<file path="src/lac_pkg.sv">
// Shared types, codes and constants of the linear actuator controller.
`default_nettype none

package lac_pkg;

  localparam int TIMER_BITS_DEF = 25;
  localparam int TIME_W         = 24;
  localparam int PCT_W          = 7;
  localparam int CFG_ADDR_W     = 5;
  localparam int CFG_DATA_W     = 32;

  localparam int SPEED_MAX      = 100;
  localparam int MIN_SPEED_MAX  = 99;
  localparam int SPAN_DIV       = 99;
  localparam int PCT_DIV        = 100;
  localparam int SPAN_W         = 15;
  localparam int RECIP_SHIFT    = 22;
  localparam int RECIP_W        = 16;
  localparam logic [RECIP_W-1:0] RECIP_99 =
    RECIP_W'(((1 << RECIP_SHIFT) + SPAN_DIV - 1) / SPAN_DIV);

  localparam logic [7:0] DUTY_BRAKE = 8'd255;
  localparam logic [7:0] DUTY_COAST = 8'd0;

  typedef enum logic [2:0] {
    MODE_RELAXED    = 3'd0,
    MODE_STOPPED    = 3'd1,
    MODE_EXTENDING  = 3'd2,
    MODE_RETRACTING = 3'd3,
    MODE_EXTENDED   = 3'd4,
    MODE_RETRACTED  = 3'd5,
    MODE_TIMEDOUT   = 3'd6
  } mode_t;

  typedef enum logic [2:0] {
    ACT_TICK    = 3'd0,
    ACT_EXTEND  = 3'd1,
    ACT_RETRACT = 3'd2,
    ACT_STOP    = 3'd3,
    ACT_RELAX   = 3'd4
  } act_t;

  typedef struct packed {
    logic [2:0] action;
    logic       ext_switch_level;
    logic       ret_switch_level;
  } cmd_t;

  typedef struct packed {
    logic       drive_a;
    logic       drive_b;
    logic [7:0] enable_duty;
    logic       ext_led;
    logic       ret_led;
    logic [2:0] motion_state;
  } rsp_t;

  typedef struct packed {
    logic              normally_open;
    logic              has_feedback;
    logic [TIME_W-1:0] travel_time_ms;
    logic [TIME_W-1:0] timeout_ms;
    logic              force_extended_switch;
    logic              force_retracted_switch;
  } cfg_t;

  typedef struct packed {
    logic              zero;
    logic [7:0]        min_duty;
    logic [SPAN_W-1:0] span;
  } duty_prep_t;

  function automatic logic [MIN_SPEED_MAX:0][7:0] min_duty_tab();
    logic [MIN_SPEED_MAX:0][7:0] tab;
    for (int i = 0; i <= MIN_SPEED_MAX; i++) begin
      tab[i] = 8'((i * 255) / PCT_DIV);
    end
    return tab;
  endfunction

  localparam logic [MIN_SPEED_MAX:0][7:0] MIN_DUTY_TAB = min_duty_tab();

endpackage

`default_nettype wire

</file>
<file path="src/lac_cfg.sv">
// Configuration register file with APB access and registered drive-duty preparation.
`default_nettype none

module lac_cfg
  import lac_pkg::*;
(
  input  logic                  clk,
  input  logic                  rst,
  input  logic                  psel,
  input  logic                  penable,
  input  logic                  pwrite,
  input  logic [CFG_ADDR_W-1:0] paddr,
  input  logic [CFG_DATA_W-1:0] pwdata,
  output logic [CFG_DATA_W-1:0] prdata,
  output logic                  pready,
  output cfg_t                  cfg,
  output duty_prep_t            prep
);

  typedef enum logic [2:0] {
    REG_SPEED     = 3'd0,
    REG_MIN_SPEED = 3'd1,
    REG_NORM_OPEN = 3'd2,
    REG_FEEDBACK  = 3'd3,
    REG_TRAVEL    = 3'd4,
    REG_TIMEOUT   = 3'd5,
    REG_FORCE_EXT = 3'd6,
    REG_FORCE_RET = 3'd7
  } reg_idx_t;

  logic [PCT_W-1:0]  speed_percent;
  logic [PCT_W-1:0]  min_speed_percent;
  logic              normally_open;
  logic              has_feedback;
  logic [TIME_W-1:0] travel_time_ms;
  logic [TIME_W-1:0] timeout_ms;
  logic              force_extended_switch;
  logic              force_retracted_switch;

  reg_idx_t          idx;
  logic              wr;
  logic [PCT_W-1:0]  speed_clamp;
  logic [PCT_W-1:0]  min_clamp;
  logic [PCT_W-1:0]  speed_m1;
  logic [7:0]        min_duty;
  logic [7:0]        duty_gap;
  duty_prep_t        prep_next;

  assign idx    = reg_idx_t'(paddr[CFG_ADDR_W-1:2]);
  assign wr     = psel && penable && pwrite;
  assign pready = 1'b1;

  always_ff @(posedge clk) begin
    if (rst) begin
      speed_percent          <= PCT_W'(SPEED_MAX);
      min_speed_percent      <= PCT_W'(5);
      normally_open          <= 1'b1;
      has_feedback           <= 1'b1;
      travel_time_ms         <= TIME_W'(3000);
      timeout_ms             <= TIME_W'(3000);
      force_extended_switch  <= 1'b0;
      force_retracted_switch <= 1'b0;
    end else if (wr) begin
      unique case (idx)
        REG_SPEED:     speed_percent          <= pwdata[PCT_W-1:0];
        REG_MIN_SPEED: min_speed_percent      <= pwdata[PCT_W-1:0];
        REG_NORM_OPEN: normally_open          <= pwdata[0];
        REG_FEEDBACK:  has_feedback           <= pwdata[0];
        REG_TRAVEL:    travel_time_ms         <= pwdata[TIME_W-1:0];
        REG_TIMEOUT:   timeout_ms             <= pwdata[TIME_W-1:0];
        REG_FORCE_EXT: force_extended_switch  <= pwdata[0];
        REG_FORCE_RET: force_retracted_switch <= pwdata[0];
        default: ;
      endcase
    end
  end

  always_comb begin
    unique case (idx)
      REG_SPEED:     prdata = CFG_DATA_W'(speed_percent);
      REG_MIN_SPEED: prdata = CFG_DATA_W'(min_speed_percent);
      REG_NORM_OPEN: prdata = CFG_DATA_W'(normally_open);
      REG_FEEDBACK:  prdata = CFG_DATA_W'(has_feedback);
      REG_TRAVEL:    prdata = CFG_DATA_W'(travel_time_ms);
      REG_TIMEOUT:   prdata = CFG_DATA_W'(timeout_ms);
      REG_FORCE_EXT: prdata = CFG_DATA_W'(force_extended_switch);
      REG_FORCE_RET: prdata = CFG_DATA_W'(force_retracted_switch);
      default:       prdata = '0;
    endcase
  end

  assign cfg.normally_open          = normally_open;
  assign cfg.has_feedback           = has_feedback;
  assign cfg.travel_time_ms         = travel_time_ms;
  assign cfg.timeout_ms             = timeout_ms;
  assign cfg.force_extended_switch  = force_extended_switch;
  assign cfg.force_retracted_switch = force_retracted_switch;

  // clamp, look up minimum duty, form the span numerator
  always_comb begin
    speed_clamp = (speed_percent > PCT_W'(SPEED_MAX)) ? PCT_W'(SPEED_MAX) : speed_percent;
    min_clamp   = (min_speed_percent > PCT_W'(MIN_SPEED_MAX)) ?
                  PCT_W'(MIN_SPEED_MAX) : min_speed_percent;
    min_duty    = MIN_DUTY_TAB[min_clamp];
    speed_m1    = speed_clamp - PCT_W'(1);
    duty_gap    = DUTY_BRAKE - min_duty;
    prep_next.zero     = (speed_clamp == '0);
    prep_next.min_duty = min_duty;
    prep_next.span     = SPAN_W'(speed_m1) * SPAN_W'(duty_gap);
  end

  always_ff @(posedge clk) begin
    prep <= prep_next;
  end

endmodule

`default_nettype wire

</file>
<file path="src/lac_core.sv">
// Motion mode state, switch qualification, travel timer and result word logic.
`default_nettype none

module lac_core
  import lac_pkg::*;
#(
  parameter int TIMER_BITS = TIMER_BITS_DEF
) (
  input  logic       clk,
  input  logic       rst,
  input  logic       step,
  input  cmd_t       cmd,
  input  cfg_t       cfg,
  input  duty_prep_t prep,
  output rsp_t       rsp_next
);

  localparam int CMP_W  = (TIMER_BITS > TIME_W) ? TIMER_BITS : TIME_W;
  localparam int PROD_W = SPAN_W + RECIP_W;

  mode_t                 mode;
  mode_t                 prev_mode;
  logic                  ext_fb;
  logic                  ret_fb;
  logic [TIMER_BITS-1:0] elapsed;

  mode_t                 mode_next;
  mode_t                 prev_mode_next;
  logic                  ext_fb_next;
  logic                  ret_fb_next;
  logic [TIMER_BITS-1:0] elapsed_next;

  logic                  arrived;
  logic [CMP_W-1:0]      elapsed_x;
  logic [PROD_W-1:0]     span_prod;
  logic [7:0]            drive_duty;

  always_comb begin
    mode_next      = mode;
    prev_mode_next = prev_mode;
    ext_fb_next    = ext_fb;
    ret_fb_next    = ret_fb;
    elapsed_next   = elapsed;
    arrived        = 1'b0;
    elapsed_x      = '0;
    unique case (cmd.action)
      ACT_TICK: begin
        ext_fb_next = (cmd.ext_switch_level != cfg.normally_open) ||
                      cfg.force_extended_switch;
        ret_fb_next = (cmd.ret_switch_level != cfg.normally_open) ||
                      cfg.force_retracted_switch;
        if ((mode == MODE_EXTENDING) || (mode == MODE_RETRACTING)) begin
          arrived = (mode == MODE_EXTENDING) ? (ext_fb_next && !ret_fb_next) :
                                               (ret_fb_next && !ext_fb_next);
          if (mode != prev_mode) begin
            elapsed_next = '0;
          end else if (elapsed != '1) begin
            elapsed_next = elapsed + TIMER_BITS'(1);
          end
          prev_mode_next = mode;
          elapsed_x      = CMP_W'(elapsed_next);
          if (cfg.has_feedback && (cfg.timeout_ms != '0) &&
              (elapsed_x >= CMP_W'(cfg.timeout_ms))) begin
            mode_next = MODE_TIMEDOUT;
          end
          if ((cfg.has_feedback && arrived) ||
              (!cfg.has_feedback && (elapsed_x >= CMP_W'(cfg.travel_time_ms)))) begin
            mode_next = (mode == MODE_EXTENDING) ? MODE_EXTENDED : MODE_RETRACTED;
          end
        end else begin
          prev_mode_next = mode;
        end
      end
      ACT_EXTEND: begin
        if (!ext_fb) mode_next = MODE_EXTENDING;
      end
      ACT_RETRACT: begin
        if (!ret_fb) mode_next = MODE_RETRACTING;
      end
      ACT_STOP:  mode_next = MODE_STOPPED;
      ACT_RELAX: mode_next = MODE_RELAXED;
      default: ;
    endcase
  end

  // floor(span / 99) by reciprocal multiply, then add minimum duty
  always_comb begin
    span_prod  = PROD_W'(prep.span) * PROD_W'(RECIP_99);
    drive_duty = prep.zero ? DUTY_COAST :
                 span_prod[RECIP_SHIFT+7:RECIP_SHIFT] + prep.min_duty;
  end

  always_comb begin
    rsp_next.drive_a      = (mode_next == MODE_EXTENDING);
    rsp_next.drive_b      = (mode_next == MODE_RETRACTING);
    rsp_next.ext_led      = ext_fb_next;
    rsp_next.ret_led      = ret_fb_next;
    rsp_next.motion_state = mode_next;
    unique case (mode_next)
      MODE_EXTENDING, MODE_RETRACTING: rsp_next.enable_duty = drive_duty;
      MODE_RELAXED:                    rsp_next.enable_duty = DUTY_COAST;
      default:                         rsp_next.enable_duty = DUTY_BRAKE;
    endcase
  end

  always_ff @(posedge clk) begin
    if (rst) begin
      mode      <= MODE_RELAXED;
      prev_mode <= MODE_RELAXED;
      ext_fb    <= 1'b0;
      ret_fb    <= 1'b0;
      elapsed   <= '0;
    end else if (step) begin
      mode      <= mode_next;
      prev_mode <= prev_mode_next;
      ext_fb    <= ext_fb_next;
      ret_fb    <= ret_fb_next;
      elapsed   <= elapsed_next;
    end
  end

endmodule

`default_nettype wire

</file>
<file path="src/linear_actuator_controller_top.sv">
// Top level of the linear actuator controller: word registers, handshake and submodules.
//
//   channel  dir  handshake             payload
//   cmd      in   cmd_valid/cmd_stall   cmd_data (lac_pkg::cmd_t)
//   rsp      out  rsp_valid/rsp_stall   rsp_data (lac_pkg::rsp_t)
//   apb      in   psel/penable/pready   paddr, pwdata, prdata
//
// One word per clock while rsp_stall is low; a command word is registered in cmd_q
// and its result in rsp_q. The command register and the result register each hold one
// word, so one new word is taken while a finished result waits on rsp_stall.
// rst is synchronous: mode relaxed, timer and feedback cleared, registers at defaults.
// Drive duty is prepared one register ahead of the step logic from the percentages.
`default_nettype none

module linear_actuator_controller_top
  import lac_pkg::*;
#(
  parameter int TIMER_BITS = TIMER_BITS_DEF
) (
  input  logic                  clk,
  input  logic                  rst,
  input  logic                  cmd_valid,
  output logic                  cmd_stall,
  input  cmd_t                  cmd_data,
  output logic                  rsp_valid,
  input  logic                  rsp_stall,
  output rsp_t                  rsp_data,
  input  logic                  psel,
  input  logic                  penable,
  input  logic                  pwrite,
  input  logic [CFG_ADDR_W-1:0] paddr,
  input  logic [CFG_DATA_W-1:0] pwdata,
  output logic [CFG_DATA_W-1:0] prdata,
  output logic                  pready
);

  cfg_t       cfg;
  duty_prep_t prep;
  logic       cmd_full;
  cmd_t       cmd_q;
  logic       rsp_full;
  rsp_t       rsp_q;
  rsp_t       rsp_next;
  logic       step;

  assign step      = cmd_full && (!rsp_full || !rsp_stall);
  assign cmd_stall = cmd_full && !step;
  assign rsp_valid = rsp_full;
  assign rsp_data  = rsp_q;

  lac_cfg u_cfg (
    .clk     (clk),
    .rst     (rst),
    .psel    (psel),
    .penable (penable),
    .pwrite  (pwrite),
    .paddr   (paddr),
    .pwdata  (pwdata),
    .prdata  (prdata),
    .pready  (pready),
    .cfg     (cfg),
    .prep    (prep)
  );

  lac_core #(
    .TIMER_BITS (TIMER_BITS)
  ) u_core (
    .clk      (clk),
    .rst      (rst),
    .step     (step),
    .cmd      (cmd_q),
    .cfg      (cfg),
    .prep     (prep),
    .rsp_next (rsp_next)
  );

  always_ff @(posedge clk) begin
    if (rst) begin
      cmd_full <= 1'b0;
      rsp_full <= 1'b0;
    end else begin
      if (cmd_valid && !cmd_stall) begin
        cmd_full <= 1'b1;
      end else if (step) begin
        cmd_full <= 1'b0;
      end
      if (step) begin
        rsp_full <= 1'b1;
      end else if (!rsp_stall) begin
        rsp_full <= 1'b0;
      end
    end
  end

  always_ff @(posedge clk) begin
    if (cmd_valid && !cmd_stall) cmd_q <= cmd_data;
    if (step) rsp_q <= rsp_next;
  end

endmodule

`default_nettype wire

</file>
<file path="config.mk">
export PLATFORM = sky130hd
export DESIGN_NAME = linear_actuator_controller_top
export DESIGN_NICKNAME = d
export VERILOG_FILES = /design/src/lac_pkg.sv /design/src/lac_cfg.sv /design/src/lac_core.sv /design/src/linear_actuator_controller_top.sv
export SDC_FILE = /design/constraint.sdc
export NUM_CORES = 1
export LEC_CHECK = 0
export BUFFER_PORTS_ARGS = -buffer_cell sky130_fd_sc_hd__buf_2
export CAP_MARGIN = 15
export CORE_MARGIN = 3
export CORE_UTILIZATION = 35
export DETAILED_ROUTE_END_ITERATION = 16
export PLACE_DENSITY_LB_ADDON = 0.15
export SYNTH_ARGS = -nofsm -noshare
export SYNTH_HDL_FRONTEND = slang
export SYNTH_SLANG_ARGS = --single-unit
</file>
<file path="constraint.sdc">
create_clock -name clk -period 6.4 [get_ports clk]
set_input_delay 1.6 -clock clk [delete_from_list [all_inputs] [get_ports clk]]
set_output_delay 1.6 -clock clk [all_outputs]
set_load 0.01 [all_outputs]
</file>
; Word-level counts from Yosys, hierarchy flattened
; Memory sizes are Yosys's and may differ from the RTL's.
; Cells that the tools add are included.
[word_totals]
ff_bits = 145
rom_bits = 1024
input_bits = 49
output_inout_bits = 50
wordCells = 123
n_memories = 1
[memory_table]
columns = name, words, word_bits, read_ports, rd_ports_with_merged_regs, write_ports, line
row1 = (no name shown), 128, 8, 1, 0, 0, lac_cfg.sv:104  ; min_duty = MIN_DUTY_TAB[min_clamp];
[op_classes]
n_addsub = 4
multipliers = 2
magnitude_cmp = 5
eq_ne = 20
muxes = 24
reduce_logical = 40
[ops]
columns = operator, count
row1 = case mux 32 bit (8 select lines), 1
row2 = two-way mux 25 bit, 4
row3 = >= comparator 25 x 24 -> 1 bit, 2
row4 = "multiplier 15 x 16 -> 30 bit, second input constant", 1
row5 = "adder 25 x 1 -> 25 bit, second input constant", 1
row6 = "inequality test 25 bit, second input constant", 1
row7 = "equality test 3 x 2 -> 1 bit, second input constant", 8
row8 = nonzero test 24 bit, 1
row9 = AND reduction 2 bit, 9
row10 = two-way mux 8 bit, 2
row11 = case mux 8 bit (2 select lines), 1
row12 = "equality test 3 bit, second input constant", 5
row13 = multiplier 7 x 8 -> 15 bit, 1
row14 = two-way mux 3 bit, 5
row15 = case mux 3 bit (5 select lines), 1
row16 = "greater-than comparator 7 bit, second input constant", 2
row17 = two-way mux 7 bit, 2
row18 = logical AND 1 bit, 11
row19 = logical NOT 3 bit, 3
row20 = adder 8 bit, 1
row21 = "< comparator 7 x 8 -> 1 bit, second input constant", 1
row22 = two-way mux 1 bit, 8
row23 = "subtractor 8 bit, first input constant", 1
row24 = logical NOT 1 bit, 7
row25 = other kinds (10), 16

; Longest topological paths before layout
[depth]
ltp_word = 14
mapped_depth = 29
mapped_depth_nobuf = 27

; By module
; A second synthesis with hierarchy kept.
[hier_totals]
cells_unflattened = 1748
area_unflattened_um2 = 15078.2
[by_module_without_submodules]
columns = mod, instances, cells_per_inst, area_each_um2, seq_area_each_um2
row1 = lac_core, 1, 912, 7711.1, 660.6
row2 = lac_cfg, 1, 806, 6680.2, 1801.7
row3 = linear_actuator_controller_top, 1, 30, 686.9, 640.6

; Worst setup path before layout
; OpenSTA, ideal clock, no wires.
[synth_path]
path_type = register to register
start = register u_cfg.min_speed_percent[2]
end = register, netlist name u_cfg.prep[14]
setup_time_ns = 0.072
arrival_ns = 6.561
required_time_ns = 6.328
slack_ns = -0.233
stages_incl_launch_ff = 27
path_buffers = 2
period_less_slack_ns = 6.633
cell_sequence = dfxtp_1 > buf_2 > o311a_1 > nor2_1 > inv_1 > ha_1 > clkbuf_1 > mux2_2 > o22ai_1 > o21ai_0 > mux4_2 > or2_2 > fa_1 > fa_1 > inv_1 > fa_1 > inv_1 > fa_1 > inv_1 > ha_1 > inv_1 > o21bai_1 > a21o_1 > a21oi_1 > o21ai_0 > o41ai_1 > xnor2_1
[synth_lines]
columns = item, line
row1 = start: declaration, lac_cfg.sv:32  ; logic [PCT_W-1:0] min_speed_percent;
row2 = start signal: assignment, lac_cfg.sv:66  ; REG_MIN_SPEED: min_speed_percent <= pwdata[PCT_W-1:0];

==> flow_summary.ini <==
[outcome]
status = finished with violations
violations = negative setup slack

[layout]
area_growth_pct = 20.0
final_common_cell = inv_1
nets = 2260
regArea_um2 = 3120
drive_above_1_share = 0.205
n_antenna_cell = 0
fillers = 4135
multi_input_area_um2 = 11200
layout_common_cells = inv_1 (221), ha_1 (189), nand2_1 (188), nor2_1 (131), buf_4 (118)

[die]
initial_core_util = 0.359
die_w_um = 212
die_area_um2 = 45000
die_h_um = 212
io_pins = 99
std_cell_rows = 74
core_area_um2 = 41400

[routing]
route.detailed.wl_per_inst_um = 16.5
first_pass_iters = 5
via_count = 12336
viasPerCell = 5.08
drc = 0
initialDrtViolationCount = 522
antenna_left = 0
routed_wl_mm = 40.1

[setup_path]
crit_path_start_kind = flop
cp.required_ns = 6.58
reg2reg_depth = 23
r2r_end = rsp_data[12]$_DFFE_PP_
worstPathArrival_ns = 6.74
rrSetupSlack_ns = -0.15
crit_type = reg2reg
worst_setup_path_end_kind = flop
worstPathMaxFanout = 5
crit_path_start = u_cfg.prep[12]$_DFF_P_
endpoint = rsp_data[12]$_DFFE_PP_
r2r_start = u_cfg.prep[12]$_DFF_P_

[clocking]
clockBufferDepth = 2
cts-root-buf = clkbuf_16
ctsHoldBuffers = 0
htree_num_levels = 4
clkLatencyLatePin_ns = 0.44
cts_tree = built
numCtsBuffers = 17
clock_sinks = 145
clk_pin_slew_ns = 0.06

[grt]
first_global_vias = 12513
track_usage = 0.180
grt_antenna_before_repair = 0
grt_remaining_overflow = 0
grt_max_degree = 79
grt_pass1_wl_mm = 65.2

[logic_synthesis]
ys_seq_area_frac = 0.209
yosys_warnings = 0
synth_edf_count = 20
syn_area_um2 = 14900
syn_avg_cell_area_um2 = 8.58
synth_ff_type = dfxtp_1
yosysUniqueCellTypes = 85
synthCells = 1733
async_flop_share = 0
ys_ff_latch = 145

[sta]
rsz0062_at_grt = yes
drv_slew = 0
hold_viol = 0
finClkSkew_ns = 0.0133
worst_slack_ns = -0.154
min_period_ns = 6.55
setup_viol = 2
period_share = 1.02
slew_headroom = 0.226
worstMarginPinSlew_ns = 1.15
fmax_ghz = 0.153

[placement]
gp_congestion = 0.868
port_buffers = 79
place_ws_ns = -0.543
hpwl_mm = 31.7

[min_path]
hp-class = reg2reg

[flow_run]
maxCapViolCount = 0
## registers in the layout, indices dropped and copies added, names as in the netlist
| signal | cells |
|---|---|
| u_core.ext_fb | 1 |
| u_cfg.force_retracted_switch | 1 |
| u_cfg.normally_open | 1 |
| u_core.prev_mode | 3 |
| u_core.elapsed | 25 |
| u_cfg.has_feedback | 1 |
| cmd_q | 5 |
| u_cfg.min_speed_percent | 7 |
| u_cfg.speed_percent | 7 |
| cmd_full | 1 |
| rsp_valid | 1 |
| u_cfg.prep | 24 |
| u_core.ret_fb | 1 |
| u_core.mode | 3 |
| rsp_data | 15 |
| u_cfg.force_extended_switch | 1 |
| u_cfg.timeout_ms | 24 |
| u_cfg.travel_time_ms | 24 |
## synthesized netlist by cell type (5+ instances only)
cell,count,area share
a21oi_1,121,0.041
edfxtp_1,20,0.040
nand2_1,192,0.048
a211oi_1,17,0.0086
nor2b_1,18,0.0076
nand3_1,22,0.0074
xor2_1,26,0.015
buf_2,10,0.0034
o21bai_1,6,0.0030
o41ai_1,5,0.0029
a311oi_1,5,0.0029
ha_1,218,0.18
nand4_1,17,0.0072
nor3_1,33,0.011
o211ai_1,21,0.011
buf_1,9,0.0023
nand2b_1,24,0.010
mux4_2,9,0.014
clkbuf_1,49,0.012
o21ai_0,48,0.016
nor2_1,139,0.035
inv_1,229,0.058
o221ai_1,5,0.0029
nor4_1,13,0.0055
a21o_1,26,0.013
o22ai_1,7,0.0029
dfxtp_1,125,0.17
o21a_1,8,0.0040
or2_2,9,0.0038
fa_1,108,0.15
a31oi_1,5,0.0021
and2_1,9,0.0038
and3_1,8,0.0034
buf_4,9,0.0045
xnor2_1,39,0.023
mux2i_1,36,0.024
or3_1,14,0.0059
## final cells by class
class | count | share of cell area
Sequential cell | 145 | 0.175
Clock buffer | 20 | 0.0256
Multi-Input combinational cell | 1286 | 0.630
Inverter | 232 | 0.0488
Tap cell | 532 | 0.0373
Clock inverter | 11 | 0.00723
Timing Repair Buffer | 203 | 0.0756
## how the worst min path moves through the flow
| stage | startpoint | to | slack [ns] | cells after the start |
|---|---|---|---|---|
| after floorplan | cmd_full$_SDFFE_PP0P_ | rsp_valid$_SDFFE_PP0P_ | 0.44 | 2 |
| after global placement | cmd_full$_SDFFE_PP0P_ | rsp_valid$_SDFFE_PP0P_ | 0.46 | 2 |
| after detailed placement | u_cfg.travel_time_ms[1]$_SDFFE_PP0P_ | u_cfg.travel_time_ms[1]$_SDFFE_PP0P_ | 0.46 | 2 |
| after CTS | u_cfg.travel_time_ms[1]$_SDFFE_PP0P_ | u_cfg.travel_time_ms[1]$_SDFFE_PP0P_ | 0.47 | 2 |
| after global routing | u_cfg.travel_time_ms[1]$_SDFFE_PP0P_ | u_cfg.travel_time_ms[1]$_SDFFE_PP0P_ | 0.49 | 2 |
| final | u_cfg.travel_time_ms[1]$_SDFFE_PP0P_ | u_cfg.travel_time_ms[1]$_SDFFE_PP0P_ | 0.47 | 2 |
## worst max-delay path: stages, from the launching register on
cell and delay, ns:
dfxtp_4 0.37, fa_2 0.66, inv_2 0.05, fa_1 0.47, inv_1 0.05, fa_2 0.37, fa_2 0.40, fa_1 0.51
fa_2 0.57, ha_4 0.20, nand3_2 0.09, a21oi_1 0.08, a221o_2 0.41, a311oi_4 0.30, nor2_2 0.10, a21oi_2 0.18
xnor2_1 0.17, ha_1 0.27, nor2b_1 0.13, o21a_1 0.20, o41ai_2 0.26, xnor2_1 0.17, xnor2_1 0.08, a31o_1 0.21
## through the flow
stage          cell area [um^2]  setup TNS [ns]  instances  hold WS [ns]   util
2_1_floorplan             15000        -0.00587       1740         0.445      -
3_3_place_gp              16600           -1.36       2390         0.456  0.402
3_5_place_dp              16600           -1.51       2390         0.461  0.402
4_1_cts                   17500          -0.400       2427         0.469  0.422
5_1_grt                   17800           -1.15       2429         0.486  0.431
6_report                  17800          -0.236       2429         0.465  0.431
## cell families (layout without fill, tap and decap cells)
kind of cell	count (synthesis)	after routing	synth area share
buf+inv	309	466	0.0811
other cells	2	9	0.000505
compound gates	322	322	0.141
fa+ha+maj	326	326	0.329
mux	47	47	0.0394
flops	145	145	0.209
simple gates	517	517	0.162
xor+xnor	65	65	0.0383
## metal layers
metal | global-route usage | vias to the layer above | share of wire
li1 | - | 6165 | -
met1 | 0.232 | 5926 | 0.45
met2 | 0.320 | 207 | 0.50
met3 | 0.0246 | 38 | 0.031
met4 | 0.0434 | 0 | 0.018
met5 | 0 | - | 0
## what timing repair did
action / CTS / global route
setup buffers: 6 / 2
pin swaps: 53 / 46
endpoints found under the setup margin: 6 / 9
gates resized for setup: 36 / 73
Power is left out: the tool's default activity adds up to more than one toggle a clock period on the data nets, which glitch-free logic cannot reach.
